**src/rtl/pad_pkg.sv**
```systemverilog
// Package for the phased-array delay-law generator.
// Holds the state type, command and status structs, arithmetic constants and the sine table.
// No dependencies.
package pad_pkg;

  localparam int CFG_IDX_W = 4;
  localparam int CFG_DATA_W = 20;

  localparam logic [CFG_IDX_W-1:0] REG_STEER_MODE  = 4'd0;
  localparam logic [CFG_IDX_W-1:0] REG_START_ANGLE = 4'd1;
  localparam logic [CFG_IDX_W-1:0] REG_FOCUS       = 4'd2;
  localparam logic [CFG_IDX_W-1:0] REG_VELOCITY    = 4'd3;
  localparam logic [CFG_IDX_W-1:0] REG_FIRST_ELEM  = 4'd4;
  localparam logic [CFG_IDX_W-1:0] REG_LAST_ELEM   = 4'd5;
  localparam logic [CFG_IDX_W-1:0] REG_ELEM_STEP   = 4'd6;
  localparam logic [CFG_IDX_W-1:0] REG_APERTURE    = 4'd7;

  localparam logic [1:0] MODE_LINEAR = 2'd0;
  localparam logic [1:0] MODE_SECTOR = 2'd1;

  // divider operand widths
  localparam int NUM_W = 44;
  localparam int DEN_W = 34;
  localparam int CNT_W = 6;

  // steer = (75*k*S + 1664) / 3328, same as k*S*19200/851968 rounded half up.
  // 3328 = 256*13: drop 8 bits, then divide by 13 as (y * STEER_RECIP) >> RECIP_SH,
  // exact for y below 2^21.
  localparam logic [6:0]  STEER_MUL = 7'd75;
  localparam logic [30:0] STEER_RND = 31'd1664;
  localparam logic [21:0] STEER_RECIP = 22'd2581111;
  localparam int          RECIP_SH = 25;
  localparam logic [31:0] FOCUS_K   = 32'd2880000000;
  localparam logic [20:0] FOCUS_CAP = 21'd1048576;
  localparam logic signed [22:0] OFFSET16 = 23'sd8000;
  localparam logic signed [22:0] DELAY_MAX = 23'sd524287;
  localparam logic signed [22:0] DELAY_MIN = -23'sd524288;

  typedef enum logic [3:0] {
    ST_IDLE, ST_SETUP, ST_MUL1, ST_MUL2, ST_STEER, ST_DIV_F, ST_WAIT_F, ST_EMIT
  } state_t;

  typedef struct packed {
    logic load_beam;
    logic setup;
    logic mul1;
    logic mul2;
    logic div_start;
    logic lat_mag;
    logic lat_f;
    logic emit;
  } cmd_t;

  typedef struct packed {
    logic start_ok;
    logic div_done;
    logic need_div;
    logic out_free;
    logic slot_last;
  } status_t;

  typedef logic [16:0] sin_tab_t [0:90];

  // Q16 sine of whole degrees, Q30 Taylor series to x^11; evaluated at elaboration
  function automatic sin_tab_t make_sin_tab();
    sin_tab_t tab;
    longint unsigned x, x2, t;
    longint sum;
    for (int deg = 0; deg <= 90; deg++) begin
      x = longint'(deg) * 64'd3373259426 / 64'd180;
      x2 = (x * x) >> 30;
      t = x;
      sum = longint'(x);
      for (int i = 1; i <= 5; i++) begin
        t = (t * x2) >> 30;
        case (i)
          1: t = t / 64'd6;
          2: t = t / 64'd20;
          3: t = t / 64'd42;
          4: t = t / 64'd72;
          default: t = t / 64'd110;
        endcase
        if (i % 2 == 1) sum = sum - longint'(t);
        else sum = sum + longint'(t);
      end
      if (sum <= 0) tab[deg] = 17'd0;
      else tab[deg] = 17'((longint'(sum) + 8192) >>> 14);
    end
    return tab;
  endfunction

  function automatic logic [19:0] sat20(input logic signed [22:0] v);
    logic signed [22:0] r;
    if (v > DELAY_MAX) r = DELAY_MAX;
    else if (v < DELAY_MIN) r = DELAY_MIN;
    else r = v;
    return r[19:0];
  endfunction

endpackage

```
**src/rtl/pad_if.sv**
```systemverilog
// Channel interfaces of the delay-law generator: beam requests and element results.
// No dependencies.
interface pad_in_if;
  logic       valid;
  logic       ready;
  logic [7:0] beam_index;
  modport source (output valid, output beam_index, input ready);
  modport sink   (input valid, input beam_index, output ready);
endinterface

interface pad_out_if;
  logic        valid;
  logic        ready;
  logic [5:0]  slot_index;
  logic [10:0] element_id;
  logic [19:0] pulser_delay;
  logic [19:0] receiver_delay;
  logic        last_slot;
  logic        aperture_ended;
  modport source (output valid, output slot_index, output element_id, output pulser_delay,
                  output receiver_delay, output last_slot, output aperture_ended,
                  input ready);
  modport sink   (input valid, input slot_index, input element_id, input pulser_delay,
                  input receiver_delay, input last_slot, input aperture_ended,
                  output ready);
endinterface

```
**src/rtl/pad_div.sv**
```systemverilog
// Restoring bit-serial divider, one quotient bit per cycle.
// Depends on pad_pkg for operand widths.
module pad_div (
  input  logic                      clk,
  input  logic                      rst_n,
  input  logic                      start,
  input  logic [pad_pkg::NUM_W-1:0] num,
  input  logic [pad_pkg::DEN_W-1:0] den,
  output logic                      done,
  output logic [pad_pkg::NUM_W-1:0] quo
);
  import pad_pkg::*;

  logic [DEN_W:0]   rem_r, rem_nxt;
  logic [NUM_W-1:0] quo_r, quo_nxt;
  logic [CNT_W-1:0] cnt_r, cnt_nxt;
  logic             busy_r, busy_nxt;
  logic             done_r, done_nxt;
  logic [DEN_W:0]   trial;
  logic             ge;

  always_comb begin
    trial = {rem_r[DEN_W-1:0], quo_r[NUM_W-1]};
    ge = (trial >= {1'b0, den});
    rem_nxt = rem_r;
    quo_nxt = quo_r;
    cnt_nxt = cnt_r;
    busy_nxt = busy_r;
    done_nxt = 1'b0;
    if (start) begin
      rem_nxt = '0;
      quo_nxt = num;
      cnt_nxt = CNT_W'(NUM_W);
      busy_nxt = 1'b1;
    end else if (busy_r) begin
      rem_nxt = ge ? trial - {1'b0, den} : trial;
      quo_nxt = {quo_r[NUM_W-2:0], ge};
      cnt_nxt = cnt_r - 1'b1;
      if (cnt_r == CNT_W'(1)) begin
        busy_nxt = 1'b0;
        done_nxt = 1'b1;
      end
    end
  end

  always_ff @(posedge clk) begin
    if (!rst_n) begin
      busy_r <= 1'b0;
      done_r <= 1'b0;
      cnt_r  <= '0;
    end else begin
      busy_r <= busy_nxt;
      done_r <= done_nxt;
      cnt_r  <= cnt_nxt;
    end
    rem_r <= rem_nxt;
    quo_r <= quo_nxt;
  end

  assign done = done_r;
  assign quo  = quo_r;
endmodule

```
**src/rtl/pad_dp.sv**
```systemverilog
// Datapath: configuration registers, beam setup, per-slot delay arithmetic, output register.
// Depends on pad_pkg, pad_if and pad_div.
module pad_dp #(
  parameter int MAX_APERTURE = 64,
  parameter int ODD_SPLIT    = 32
) (
  input  logic                           clk,
  input  logic                           rst_n,
  input  logic                           cfg_we,
  input  logic [pad_pkg::CFG_IDX_W-1:0]  cfg_index,
  input  logic [pad_pkg::CFG_DATA_W-1:0] cfg_data,
  input  logic [7:0]                     beam_index,
  input  pad_pkg::cmd_t                  cmd,
  output pad_pkg::status_t               status,
  pad_out_if.source                      out_ch
);
  import pad_pkg::*;

  localparam sin_tab_t SIN_TAB = make_sin_tab();

  logic [1:0]        mode_r;
  logic signed [7:0] angle_r;
  logic [19:0]       focus_r;
  logic [13:0]       vel_r;
  logic [7:0]        first_r, lastel_r;
  logic [3:0]        step_r;
  logic [6:0]        size_r;

  logic [7:0]        beam_r;
  logic              halted_r;
  logic [6:0]        n_r, k_r;
  logic [5:0]        mid_r;
  logic [16:0]       s_r, mag_r;
  logic              neg_r, foc_r;
  logic [DEN_W-1:0]  den_r;
  logic [10:0]       id_r;
  logic [23:0]       prod_r;
  logic [11:0]       nn_r;
  logic [30:0]       snum_r;
  logic [NUM_W-1:0]  fnum_r;
  logic [20:0]       f_r;

  logic              out_valid_r;
  logic [5:0]        out_slot_r;
  logic [10:0]       out_id_r;
  logic [19:0]       out_pd_r, out_rd_r;
  logic              out_last_r, out_end_r;

  // slot count from configuration
  logic              foc;
  logic [6:0]        n_cap, n_w;
  logic [5:0]        mid_w;
  always_comb begin
    foc = (focus_r != 20'd0);
    n_cap = (size_r > 7'(MAX_APERTURE)) ? 7'(MAX_APERTURE) : size_r;
    n_w = n_cap;
    if (foc && !n_cap[0]) begin
      if (n_cap < 7'(ODD_SPLIT) && ({1'b0, n_cap} + 8'd1) <= 8'(MAX_APERTURE)) n_w = n_cap + 7'd1;
      else n_w = n_cap - 7'd1;
    end
    mid_w = (n_w > 7'd2) ? 6'((n_w - 7'd1) >> 1) : 6'd0;
  end

  // beam angle folded into the first quadrant
  logic signed [9:0] ang_sum, ang_w;
  logic [8:0]        ang_u;
  logic [6:0]        fold_w;
  logic              neg_w;
  logic [10:0]       id0_w;
  always_comb begin
    ang_sum = {{2{angle_r[7]}}, angle_r} +
              ((mode_r != MODE_LINEAR) ? $signed({2'b00, beam_r}) : 10'sd0);
    if (ang_sum < 10'sd0) ang_w = ang_sum + 10'sd360;
    else if (ang_sum >= 10'sd360) ang_w = ang_sum - 10'sd360;
    else ang_w = ang_sum;
    ang_u = ang_w[8:0];
    neg_w = 1'b0;
    if (ang_u <= 9'd90) fold_w = ang_u[6:0];
    else if (ang_u <= 9'd180) fold_w = 7'(9'd180 - ang_u);
    else if (ang_u <= 9'd270) begin
      fold_w = 7'(ang_u - 9'd180);
      neg_w = 1'b1;
    end else begin
      fold_w = 7'(9'd360 - ang_u);
      neg_w = 1'b1;
    end
    id0_w = {3'b000, first_r} + ((mode_r != MODE_SECTOR) ? {3'b000, beam_r} : 11'd0);
  end

  // per-slot terms
  logic [5:0]  nth_w;
  logic [10:0] next_w;
  logic        ended_w;
  always_comb begin
    nth_w = (k_r > {1'b0, mid_r}) ? 6'(k_r - {1'b0, mid_r}) : 6'({1'b0, mid_r} - k_r);
    next_w = id_r + {7'd0, step_r};
    ended_w = (next_w > {3'b000, lastel_r});
  end

  // steering magnitude: snum stays below 2^29, so bits 28:8 carry the dividend
  logic [42:0] recip_w;
  always_comb recip_w = 43'(snum_r[28:8]) * 43'(STEER_RECIP);

  logic              div_done;
  logic [NUM_W-1:0]  div_q;
  pad_div u_div (
    .clk   (clk),
    .rst_n (rst_n),
    .start (cmd.div_start),
    .num   (fnum_r),
    .den   (den_r),
    .done  (div_done),
    .quo   (div_q)
  );

  logic signed [22:0] sm_w, d_w, rd_w;
  always_comb begin
    sm_w = neg_r ? -$signed({6'd0, mag_r}) : $signed({6'd0, mag_r});
    d_w  = sm_w - $signed({2'b00, f_r}) + OFFSET16;
    rd_w = d_w + OFFSET16;
  end

  // configuration and halt flag
  always_ff @(posedge clk) begin
    if (!rst_n) begin
      mode_r   <= MODE_LINEAR;
      angle_r  <= '0;
      focus_r  <= '0;
      vel_r    <= 14'd5900;
      first_r  <= '0;
      lastel_r <= 8'd63;
      step_r   <= 4'd1;
      size_r   <= 7'd16;
      halted_r <= 1'b0;
    end else begin
      if (cfg_we) begin
        unique case (cfg_index)
          REG_STEER_MODE:  mode_r   <= cfg_data[1:0];
          REG_START_ANGLE: angle_r  <= cfg_data[7:0];
          REG_FOCUS:       focus_r  <= cfg_data[19:0];
          REG_VELOCITY:    vel_r    <= cfg_data[13:0];
          REG_FIRST_ELEM:  first_r  <= cfg_data[7:0];
          REG_LAST_ELEM:   lastel_r <= cfg_data[7:0];
          REG_ELEM_STEP:   step_r   <= cfg_data[3:0];
          REG_APERTURE:    size_r   <= cfg_data[6:0];
          default: ;
        endcase
      end
      if (cmd.load_beam && beam_index == 8'd0) halted_r <= 1'b0;
      else if (cmd.emit && ended_w) halted_r <= 1'b1;
    end
  end

  always_ff @(posedge clk) begin
    if (cmd.load_beam) beam_r <= beam_index;
    if (cmd.setup) begin
      n_r   <= n_w;
      mid_r <= mid_w;
      s_r   <= SIN_TAB[fold_w];
      neg_r <= neg_w;
      foc_r <= foc;
      den_r <= DEN_W'(focus_r) * DEN_W'(vel_r);
      id_r  <= id0_w;
      k_r   <= '0;
    end
    if (cmd.mul1) begin
      prod_r <= 24'(k_r) * 24'(s_r);
      nn_r   <= 12'(nth_w) * 12'(nth_w);
    end
    if (cmd.mul2) begin
      snum_r <= 31'(prod_r) * 31'(STEER_MUL) + STEER_RND;
      fnum_r <= NUM_W'(nn_r) * NUM_W'(FOCUS_K) + NUM_W'(den_r >> 1);
    end
    if (cmd.lat_mag) begin
      mag_r <= recip_w[RECIP_SH +: 17];
      f_r   <= foc_r ? FOCUS_CAP : 21'd0;
    end
    if (cmd.lat_f) f_r <= (div_q > NUM_W'(FOCUS_CAP)) ? FOCUS_CAP : div_q[20:0];
    if (cmd.emit) begin
      out_slot_r <= k_r[5:0];
      out_id_r   <= id_r;
      out_pd_r   <= sat20(d_w);
      out_rd_r   <= sat20(rd_w);
      out_last_r <= ended_w || (k_r + 7'd1 == n_r);
      out_end_r  <= ended_w;
      k_r        <= k_r + 7'd1;
      id_r       <= next_w;
    end
  end

  always_ff @(posedge clk) begin
    if (!rst_n) out_valid_r <= 1'b0;
    else if (cmd.emit) out_valid_r <= 1'b1;
    else if (out_ch.ready) out_valid_r <= 1'b0;
  end

  always_comb begin
    status.start_ok  = (beam_index == 8'd0 || !halted_r) && (n_w != 7'd0);
    status.div_done  = div_done;
    status.need_div  = foc_r && (den_r != '0);
    status.out_free  = !out_valid_r || out_ch.ready;
    status.slot_last = ended_w || (k_r + 7'd1 == n_r);
  end

  assign out_ch.valid          = out_valid_r;
  assign out_ch.slot_index     = out_slot_r;
  assign out_ch.element_id     = out_id_r;
  assign out_ch.pulser_delay   = out_pd_r;
  assign out_ch.receiver_delay = out_rd_r;
  assign out_ch.last_slot      = out_last_r;
  assign out_ch.aperture_ended = out_end_r;
endmodule

```
**src/rtl/pad_ctrl.sv**
```systemverilog
// Controller: sequences beam setup and per-slot multiply, divide and emit steps.
// Depends on pad_pkg.
module pad_ctrl (
  input  logic             clk,
  input  logic             rst_n,
  input  logic             in_valid,
  output logic             in_ready,
  input  pad_pkg::status_t status,
  output pad_pkg::cmd_t    cmd
);
  import pad_pkg::*;

  state_t state_r, state_nxt;

  always_comb begin
    state_nxt = state_r;
    unique case (state_r)
      ST_IDLE:   if (in_valid) state_nxt = status.start_ok ? ST_SETUP : ST_IDLE;
      ST_SETUP:  state_nxt = ST_MUL1;
      ST_MUL1:   state_nxt = ST_MUL2;
      ST_MUL2:   state_nxt = ST_STEER;
      ST_STEER:  state_nxt = status.need_div ? ST_DIV_F : ST_EMIT;
      ST_DIV_F:  state_nxt = ST_WAIT_F;
      ST_WAIT_F: if (status.div_done) state_nxt = ST_EMIT;
      ST_EMIT:   if (status.out_free) state_nxt = status.slot_last ? ST_IDLE : ST_MUL1;
      default:   state_nxt = ST_IDLE;
    endcase
  end

  always_comb begin
    cmd = '0;
    in_ready = 1'b0;
    unique case (state_r)
      ST_IDLE: begin
        in_ready = 1'b1;
        cmd.load_beam = in_valid;
      end
      ST_SETUP:  cmd.setup = 1'b1;
      ST_MUL1:   cmd.mul1 = 1'b1;
      ST_MUL2:   cmd.mul2 = 1'b1;
      ST_STEER:  cmd.lat_mag = 1'b1;
      ST_DIV_F:  cmd.div_start = 1'b1;
      ST_WAIT_F: cmd.lat_f = status.div_done;
      ST_EMIT:   cmd.emit = status.out_free;
      default: ;
    endcase
  end

  always_ff @(posedge clk) begin
    if (!rst_n) state_r <= ST_IDLE;
    else state_r <= state_nxt;
  end
endmodule

```
**src/rtl/phased_array_delay_law.sv**
```systemverilog
// Phased-array focal-law delay generator.
// Each beam request on in_ch produces one result per aperture slot on out_ch:
// slot, element id, pulser and receiver delay (signed, 1/16 unit, saturated),
// with last_slot on the final result and aperture_ended when the aperture ran
// past last_element. After that, requests other than beam 0 give no results.
// Configuration is to be written on cfg_we/cfg_index/cfg_data by the user only
// while the block is idle; the block itself does not enforce this. A request
// is taken only while no beam is in progress. After the transfer come setup,
// then per slot two multiply steps, the steering step, when focused the 44-step
// bit-serial divider for the focus term, and the emit step. The steering term
// uses a constant reciprocal multiply. A request yielding nothing is dropped.
// Results sit in an output register; when the receiver stalls, the block holds
// the next finished slot until that register is freed, and the request channel
// opens again once the last slot of the beam has been loaded.
// Reset (rst_n low, synchronous) restores register defaults, clears the halt
// and drops out_ch.valid.
module phased_array_delay_law #(
  parameter int MAX_APERTURE = 64,
  parameter int ODD_SPLIT    = 32
) (
  input  logic                           clk,
  input  logic                           rst_n,
  pad_in_if.sink                         in_ch,
  pad_out_if.source                      out_ch,
  input  logic                           cfg_we,
  input  logic [pad_pkg::CFG_IDX_W-1:0]  cfg_index,
  input  logic [pad_pkg::CFG_DATA_W-1:0] cfg_data
);
  import pad_pkg::*;

  cmd_t    cmd;
  status_t status;
  logic    in_ready;

  pad_ctrl u_ctrl (
    .clk      (clk),
    .rst_n    (rst_n),
    .in_valid (in_ch.valid),
    .in_ready (in_ready),
    .status   (status),
    .cmd      (cmd)
  );

  pad_dp #(
    .MAX_APERTURE (MAX_APERTURE),
    .ODD_SPLIT    (ODD_SPLIT)
  ) u_dp (
    .clk        (clk),
    .rst_n      (rst_n),
    .cfg_we     (cfg_we),
    .cfg_index  (cfg_index),
    .cfg_data   (cfg_data),
    .beam_index (in_ch.beam_index),
    .cmd        (cmd),
    .status     (status),
    .out_ch     (out_ch)
  );

  assign in_ch.ready = in_ready;
endmodule

```
**src/flat_wrapper.sv**
```systemverilog
// flat-port wrapper written by rule: the top's interface ports become plain ports
module phased_array_delay_law_flat import pad_pkg::*;
#(
  parameter int MAX_APERTURE = 64,
  parameter int ODD_SPLIT    = 32
)
  (clk, rst_n, cfg_we, cfg_index, cfg_data, in_ch_valid, in_ch_beam_index, in_ch_ready, out_ch_valid, out_ch_slot_index, out_ch_element_id, out_ch_pulser_delay, out_ch_receiver_delay, out_ch_last_slot, out_ch_aperture_ended, out_ch_ready);
  pad_in_if in_ch_i ();
  pad_out_if out_ch_i ();
  input  logic clk;
  input  logic rst_n;
  input  logic cfg_we;
  input  logic [pad_pkg::CFG_IDX_W-1:0] cfg_index;
  input  logic [pad_pkg::CFG_DATA_W-1:0] cfg_data;
  input wire logic [$bits(in_ch_i.valid)-1:0] in_ch_valid;
  input wire logic [$bits(in_ch_i.beam_index)-1:0] in_ch_beam_index;
  output wire logic [$bits(in_ch_i.ready)-1:0] in_ch_ready;
  output wire logic [$bits(out_ch_i.valid)-1:0] out_ch_valid;
  output wire logic [$bits(out_ch_i.slot_index)-1:0] out_ch_slot_index;
  output wire logic [$bits(out_ch_i.element_id)-1:0] out_ch_element_id;
  output wire logic [$bits(out_ch_i.pulser_delay)-1:0] out_ch_pulser_delay;
  output wire logic [$bits(out_ch_i.receiver_delay)-1:0] out_ch_receiver_delay;
  output wire logic [$bits(out_ch_i.last_slot)-1:0] out_ch_last_slot;
  output wire logic [$bits(out_ch_i.aperture_ended)-1:0] out_ch_aperture_ended;
  input wire logic [$bits(out_ch_i.ready)-1:0] out_ch_ready;
  assign in_ch_i.valid = in_ch_valid;
  assign in_ch_i.beam_index = in_ch_beam_index;
  assign in_ch_ready = in_ch_i.ready;
  assign out_ch_valid = out_ch_i.valid;
  assign out_ch_slot_index = out_ch_i.slot_index;
  assign out_ch_element_id = out_ch_i.element_id;
  assign out_ch_pulser_delay = out_ch_i.pulser_delay;
  assign out_ch_receiver_delay = out_ch_i.receiver_delay;
  assign out_ch_last_slot = out_ch_i.last_slot;
  assign out_ch_aperture_ended = out_ch_i.aperture_ended;
  assign out_ch_i.ready = out_ch_ready;
  phased_array_delay_law #(.MAX_APERTURE(MAX_APERTURE), .ODD_SPLIT(ODD_SPLIT)) u_core (.clk(clk), .rst_n(rst_n), .in_ch(in_ch_i), .out_ch(out_ch_i), .cfg_we(cfg_we), .cfg_index(cfg_index), .cfg_data(cfg_data));
endmodule
```
**config.mk**
```make
export PLATFORM = sky130hd
export DESIGN_NAME = phased_array_delay_law_flat
export DESIGN_NICKNAME = d
export VERILOG_FILES = /design/src/rtl/pad_pkg.sv /design/src/rtl/pad_if.sv /design/src/rtl/pad_div.sv /design/src/rtl/pad_dp.sv /design/src/rtl/pad_ctrl.sv /design/src/rtl/phased_array_delay_law.sv /design/src/flat_wrapper.sv
export SDC_FILE = /design/constraint.sdc
export NUM_CORES = 2
export LEC_CHECK = 0
export ABC_AREA = 1
export BUFFER_PORTS_ARGS = -buffer_cell sky130_fd_sc_hd__buf_2
export CAP_MARGIN = 25
export CORE_UTILIZATION = 35
export CTS_CLUSTER_DIAMETER = 150
export DETAILED_ROUTE_END_ITERATION = 8
export GPL_TIMING_DRIVEN = 0
export PLACE_DENSITY_LB_ADDON = 0.25
export SYNTH_ARGS = -nofsm -noshare
export SYNTH_HDL_FRONTEND = slang
export SYNTH_SLANG_ARGS = --single-unit
```
**constraint.sdc**
```tcl
create_clock -name clk -period 8.3 [get_ports clk]
set_clock_uncertainty 0.05 [all_clocks]
set_input_delay 1.245 -clock clk [delete_from_list [all_inputs] [get_ports clk]]
set_output_delay 1.245 -clock clk [all_outputs]
set_load 0.05 [all_outputs]
```
Yosys cells after proc, flatten, opt, wreduce, memory -nomap -nowiden
Memory sizes are Yosys's and may differ from the RTL's. A register that Yosys moved wholly into a read port is not among the register bits.
Cells that the tools add are included.
{ "word_totals": {"mem_bits_ro": 2176, "elab_cells": 192, "regBits": 444, "out_inout_bits": 61, "mem_count": 1, "inputBits": 37} }
{ "mem_list": {"columns": ["memory", "words", "word_bits", "rd", "rd_ports_with_merged_regs", "write_ports", "line", "rtl"], "rows": [
  ["(no name shown)", 128, 17, 1, 1, 0, "pad_dp.sv:159", "s_r <= SIN_TAB[fold_w];"]
]} }
{ "classes": {"n_reduce_logical": 35, "n_mul": 6, "n_lt_le_gt_ge": 17, "eq_ne": 20, "mux": 50, "bitwise_logic": 3, "add_sub_neg": 23} }
{ "ops": {"columns": ["cell", "count"], "rows": [
  ["two-way mux 44 bit", 2],
  ["two-way mux 21 bit", 4],
  ["two-way mux 7 bit", 8],
  ["adder 23 x 14 -> 23 bit (second input constant)", 2],
  ["greater-than comparator 23 x 20 -> 1 bit (second input constant)", 2],
  ["< comparator 23 x 20 -> 1 bit (second input constant)", 2],
  ["adder 44 x 33 -> 44 bit", 1],
  ["greater-than comparator 44 x 21 -> 1 bit (second input constant)", 1],
  ["multiplier 21 x 22 -> 42 bit (second input constant)", 1],
  ["two-way mux 20 bit", 2],
  ["greater-or-equal comparator 35 x 34 -> 1 bit", 1],
  ["multiplier 20 x 14 -> 34 bit", 1],
  ["two-way mux 34 bit", 1],
  ["nonzero test 34 bit", 1],
  ["subtractor 34 bit", 1],
  ["== test 4 x 3 -> 1 bit (second input constant)", 8],
  ["multiplier 12 x 20 -> 32 bit (second input constant)", 1],
  ["case mux 4 bit (8 select lines)", 1],
  ["adder 29 x 11 -> 29 bit (second input constant)", 1],
  ["multiplier 24 x 7 -> 29 bit (second input constant)", 1],
  ["multiplier 7 x 17 -> 24 bit", 1],
  ["two-way mux 23 bit", 1],
  ["negator 17 -> 23 bit", 1],
  ["subtractor 23 x 22 -> 23 bit", 1],
  ["52 further kinds", 108]
]} }

Depth between registers and ports, before layout
{ "logic_depth": {"depth_word": 12, "ltp_mapped": 35, "depth_no_buf": 35} }

Cells and area by module
A second synthesis with hierarchy kept.
{ "unflattened": {"cells_unflattened": 6458, "area_unflattened_um2": 54259.5} }
{ "modules_own_cells": {"columns": ["module", "area_per_inst_um2", "instances", "cells_each", "seq_area_each_um2"], "rows": [
  ["pad_dp", 47235.3, 1, 5372, 10139.7],
  ["pad_div", 6675.2, 1, 1031, 2162.1],
  ["pad_ctrl", 349.1, 1, 55, 60.1]
]} }

Worst setup path before layout
OpenSTA, ideal clock, no wires.
{ "synth_timing": {"path_kind": "reg-to-reg", "from": "register u_core.u_dp.snum_r[17]", "to": "register u_core.u_dp.mag_r[15] (data pin)", "period_less_slack_ps": 6492, "stages_incl_launch_ff": 23, "slack_ps": 1808, "arrival_time_ps": 6184, "cell_sequence": "edfxtp_1 -> fa_1 -> inv_1 -> fa_1 -> fa_1 -> fa_1 -> inv_1 -> fa_1 -> fa_1 -> fa_1 -> ha_1 -> nand2_1 -> o21ai_0 -> a21oi_1 -> o21ai_0 -> a21oi_1 -> o21ai_0 -> inv_1 -> o21ai_0 -> a21boi_0 -> o31ai_1 -> a21oi_1 -> xnor2_1"} }
{ "synth_via": {"elab_chain_cells": 1} }
{ "synth_lines": {"columns": ["element", "line", "rtl"], "rows": [
  ["start, declared", "pad_dp.sv:39", "logic [30:0] snum_r;"],
  ["start signal, assigned", "pad_dp.sv:171", "snum_r <= 31'(prod_r) * 31'(STEER_MUL) + STEER_RND;"],
  ["multiplier 21 x 22 -> 42 bit", "pad_dp.sv:102", "always_comb recip_w = 43'(snum_r[28:8]) * 43'(STEER_RECIP);"],
  ["named net u_core.u_dp.recip_w[40]", "pad_dp.sv:101", "logic [42:0] recip_w;"],
  ["end signal, assigned", "pad_dp.sv:175", "mag_r <= recip_w[RECIP_SH +: 17];"],
  ["end, declared", "pad_dp.sv:33", "logic [16:0] s_r, mag_r;"]
]} }
The timed path passes the listed nets, and every way through them passes these cells.
A chain may end at the register's enable or synchronous reset.

Final worst setup path
Ends and elaborated chain as after synthesis.

==> impl_metrics.yaml <==
final_layout:
  num_antenna_cells: 0
  fin_nets: 7589
  area_growth_pct: 9.85
  n_fill_cell: 15098
  drive_above_1_share: 0.0513
  finalNonFillerCells: 8339
floorplan:
  die_w_um: 390
  core-area_sq_mm: 0.148
  die_y_um: 390
  start_util: 0.355
  die_area_sq_mm: 0.152
  io_pins: 98
  num_rows: 141
setup_path:
  critPathArrivalTime_ns: 7.70
  slowest_stage: "fa_1"
  start_kind: "register"
  cpPeakStageDelay_ns: 0.66
  critPathKind: "reg -> reg"
  required_ns: 8.64
  cp.buffers_inverters: 3
  cpMostUsedCell: "fa_1"
  crit_path_end_kind: "register"
  crit_chain: "fa_1, inv_1, fa_1, fa_1, fa_1, inv_1, fa_1, fa_1, fa_1, ha_1, nand2_1, o21ai_0, a21oi_1, o21ai_0, a21oi_1, o21ai_0, inv_1, o21ai_0, a21boi_0, o31ai_1, a21oi_1, xnor2_1"
  cp_max_fo: 7
  crit_family: "adder cells"
detailed_routing:
  viasPerCell: 4.77
  route.detailed.drc: 0
  drt-total-wl_mm: 135
  vias: 39814
  firstDrtPassIters: 7
  drt_iter0_markers: 2416
  ant_nets: 0
  wl_per_cell_um: 16.2
grt:
  overflow: 0
  grt_pass1_wl_mm: 219
  antenna_found_initial: 0
  grt_pass1_vias: 40641
  grt_max_degree: 41
  grt_use_total: 0.180
yosys:
  ys_ff_latch: 451
  synth_top_area_frac: 0.218
  synth.avg_cell_area_sq_um: 8.59
  async_flop_share: 0
  ys_seq_area_frac: 0.235
  synth_enable_flop_cells: 333
  synth_top_cell_by_area: "fa_1"
  netlist_area_sq_mm: 0.0526
  yosys_most_used_dff: "edfxtp_1"
  synth.top_cells.by_area: "fa_1 22%, edfxtp_1 19%, ha_1 16%"
  syn_inst: 6126
  synth_cell_types: 64
  ys.warnings.count: 0
timing:
  hold_viol: 0
  slew_viol_final: 0
  clock.fmax_mhz: 136
  tightest_slew_ns: 0.917
  setup_viol: 0
  min_period_over_period: 0.887
  setup_tns_ns: 0
  rsz0062_at_grt: "false"
  fin_crit_ns: 7.36
  maxSlewHeadroom: 0.387
hold_path:
  hold_path.class: "reg -> reg"
placed_design:
  dp_hpwl_mm: 111
  dpl.cell_count: 8234
  routabilityCongestion: 0.931
  io_buffers: 95
clock_tree:
  cts_setup_buffers: 0
  clkLatencyLatePin_ns: 0.69
  htreeDepth: 2
  path_clk_slew_ns: 0.06
  cts.repair.resized: 0
  cts_buffers: 56
  cts_hold_buf: 0
  cts_root_buffer: "clkbuf_16"
  cts_buffer_depth: 3
  clock-sinks: 451
  tritoncts: "done"
run:
  max_cap_violations: 0
status:
  status: "finished, final reports clean"
==> stage by stage <==
| step | hold slack [ns] | utilization | setup slack [ns] | area (sq um) |
|---|---|---|---|---|
| detailed placement | 0.404 | 0.376 | 0.890 | 55800 |
| floorplan | 0.381 | - | 1.81 | 52600 |
| CTS | 0.422 | 0.389 | 0.879 | 57800 |
| global placement | 0.401 | 0.375 | 0.870 | 55600 |
| finish | 0.418 | 0.389 | 0.935 | 57800 |
| global route | 0.431 | 0.389 | 0.532 | 57800 |
==> cells in the final DEF, fill, tap and decap left out, drive strengths merged, types with 9 or more instances in the layout <==
| cell type | instances |
|---|---|
| o211ai | 10 |
| nor3 | 32 |
| o21a | 9 |
| edfxtp | 333 |
| nand4 | 45 |
| o21ai | 325 |
| o21bai | 19 |
| nand3 | 212 |
| ha | 690 |
| dfxtp | 118 |
| nand2 | 1238 |
| buf | 138 |
| a211oi | 12 |
| a21oi | 323 |
| a31oi | 14 |
| xor2 | 185 |
| o31ai | 11 |
| nor4 | 31 |
| clkbuf | 174 |
| xnor2 | 88 |
| a21boi | 11 |
| or2 | 12 |
| inv | 1268 |
| clkinv | 22 |
| nor2 | 379 |
| fa | 572 |
==> per-layer routing <==
layer  global-route usage  wire [um]  vias up
met1                0.248      63800    19078
met5                    0          0        -
met2                0.301      62500      836
met3               0.0223       6460      139
met4               0.0387       2500        0
li1                     -          -    19761
==> synthesized netlist by cell type, types with 10 or more instances <==
cell type and n:
a211oi_1 12, a21oi_1 318, a31oi_1 14, buf_2 12, clkbuf_1 110, dfxtp_1 118
edfxtp_1 333, fa_1 572, ha_1 690, inv_1 1243, inv_2 15, nand2_1 1207
nand2_2 22, nand3_1 203, nand4_1 45, nor2_1 372, nor3_1 30, nor4_1 31
o211ai_1 10, o21ai_0 292, o21ai_1 28, o21bai_1 19, o31ai_1 11, xnor2_1 88
xor2_1 185
==> logic make-up (layout without fill, tap and decap cells) <==
kind of cell	count (synthesis)	in the layout	synth area share
AO/OA/AOI/OAI	770	770	0.0801
XOR/XNOR	273	273	0.0455
adder cells (fa/ha/maj)	1262	1262	0.382
buffers and inverters	1406	1615	0.102
flip-flops	451	451	0.235
multiplexers	1	1	0.000190
other	2	4	0.000143
AND/OR/NAND/NOR	1961	1961	0.155
==> worst paths after layout <==
check | slack, ns | from | cells after the start | end
worst max-delay path | 0.94 | u_core.u_dp.snum_r[17] | 22 | u_core.u_dp.mag_r[15]
worst min-delay path | 0.42 | u_core.u_dp.id_r[2] | 0 | u_core.u_dp.out_ch.element_id[2]
worst max register to register | 0.94 | u_core.u_dp.snum_r[17] | 22 | u_core.u_dp.mag_r[15]
worst min register to register | 0.42 | u_core.u_dp.id_r[2] | 0 | u_core.u_dp.out_ch.element_id[2]
==> state kept, by name, indices dropped and copies added, names as in the netlist, 17 cells and up <==
signal,flops
u_core.u_dp.den_r,34
u_core.u_dp.f_r,21
u_core.u_dp.fnum_r,44
u_core.u_dp.focus_r,20
u_core.u_dp.mag_r,17
u_core.u_dp.out_ch.pulser_delay,20
u_core.u_dp.out_ch.receiver_delay,20
u_core.u_dp.prod_r,24
u_core.u_dp.s_r,17
u_core.u_dp.snum_r,21
u_core.u_dp.u_div.quo,44
u_core.u_dp.u_div.rem_r,34
==> final cells by class <==
class / count / area (sq um) / share of cell area
Sequential cell: 451 / 12400 / 0.214
Inverter: 1262 / 4740 / 0.0820
Clock buffer: 64 / 1480 / 0.0256
Clock inverter: 41 / 502 / 0.00868
Tap cell: 2002 / 2500 / 0.0434
Timing Repair Buffer: 104 / 648 / 0.0112
Buffer: 144 / 643 / 0.0111
Multi-Input combinational cell: 4271 / 34900 / 0.604
Power is not shown: default switching activity piles up to over one toggle a cycle in this logic, so the estimate is an artifact.
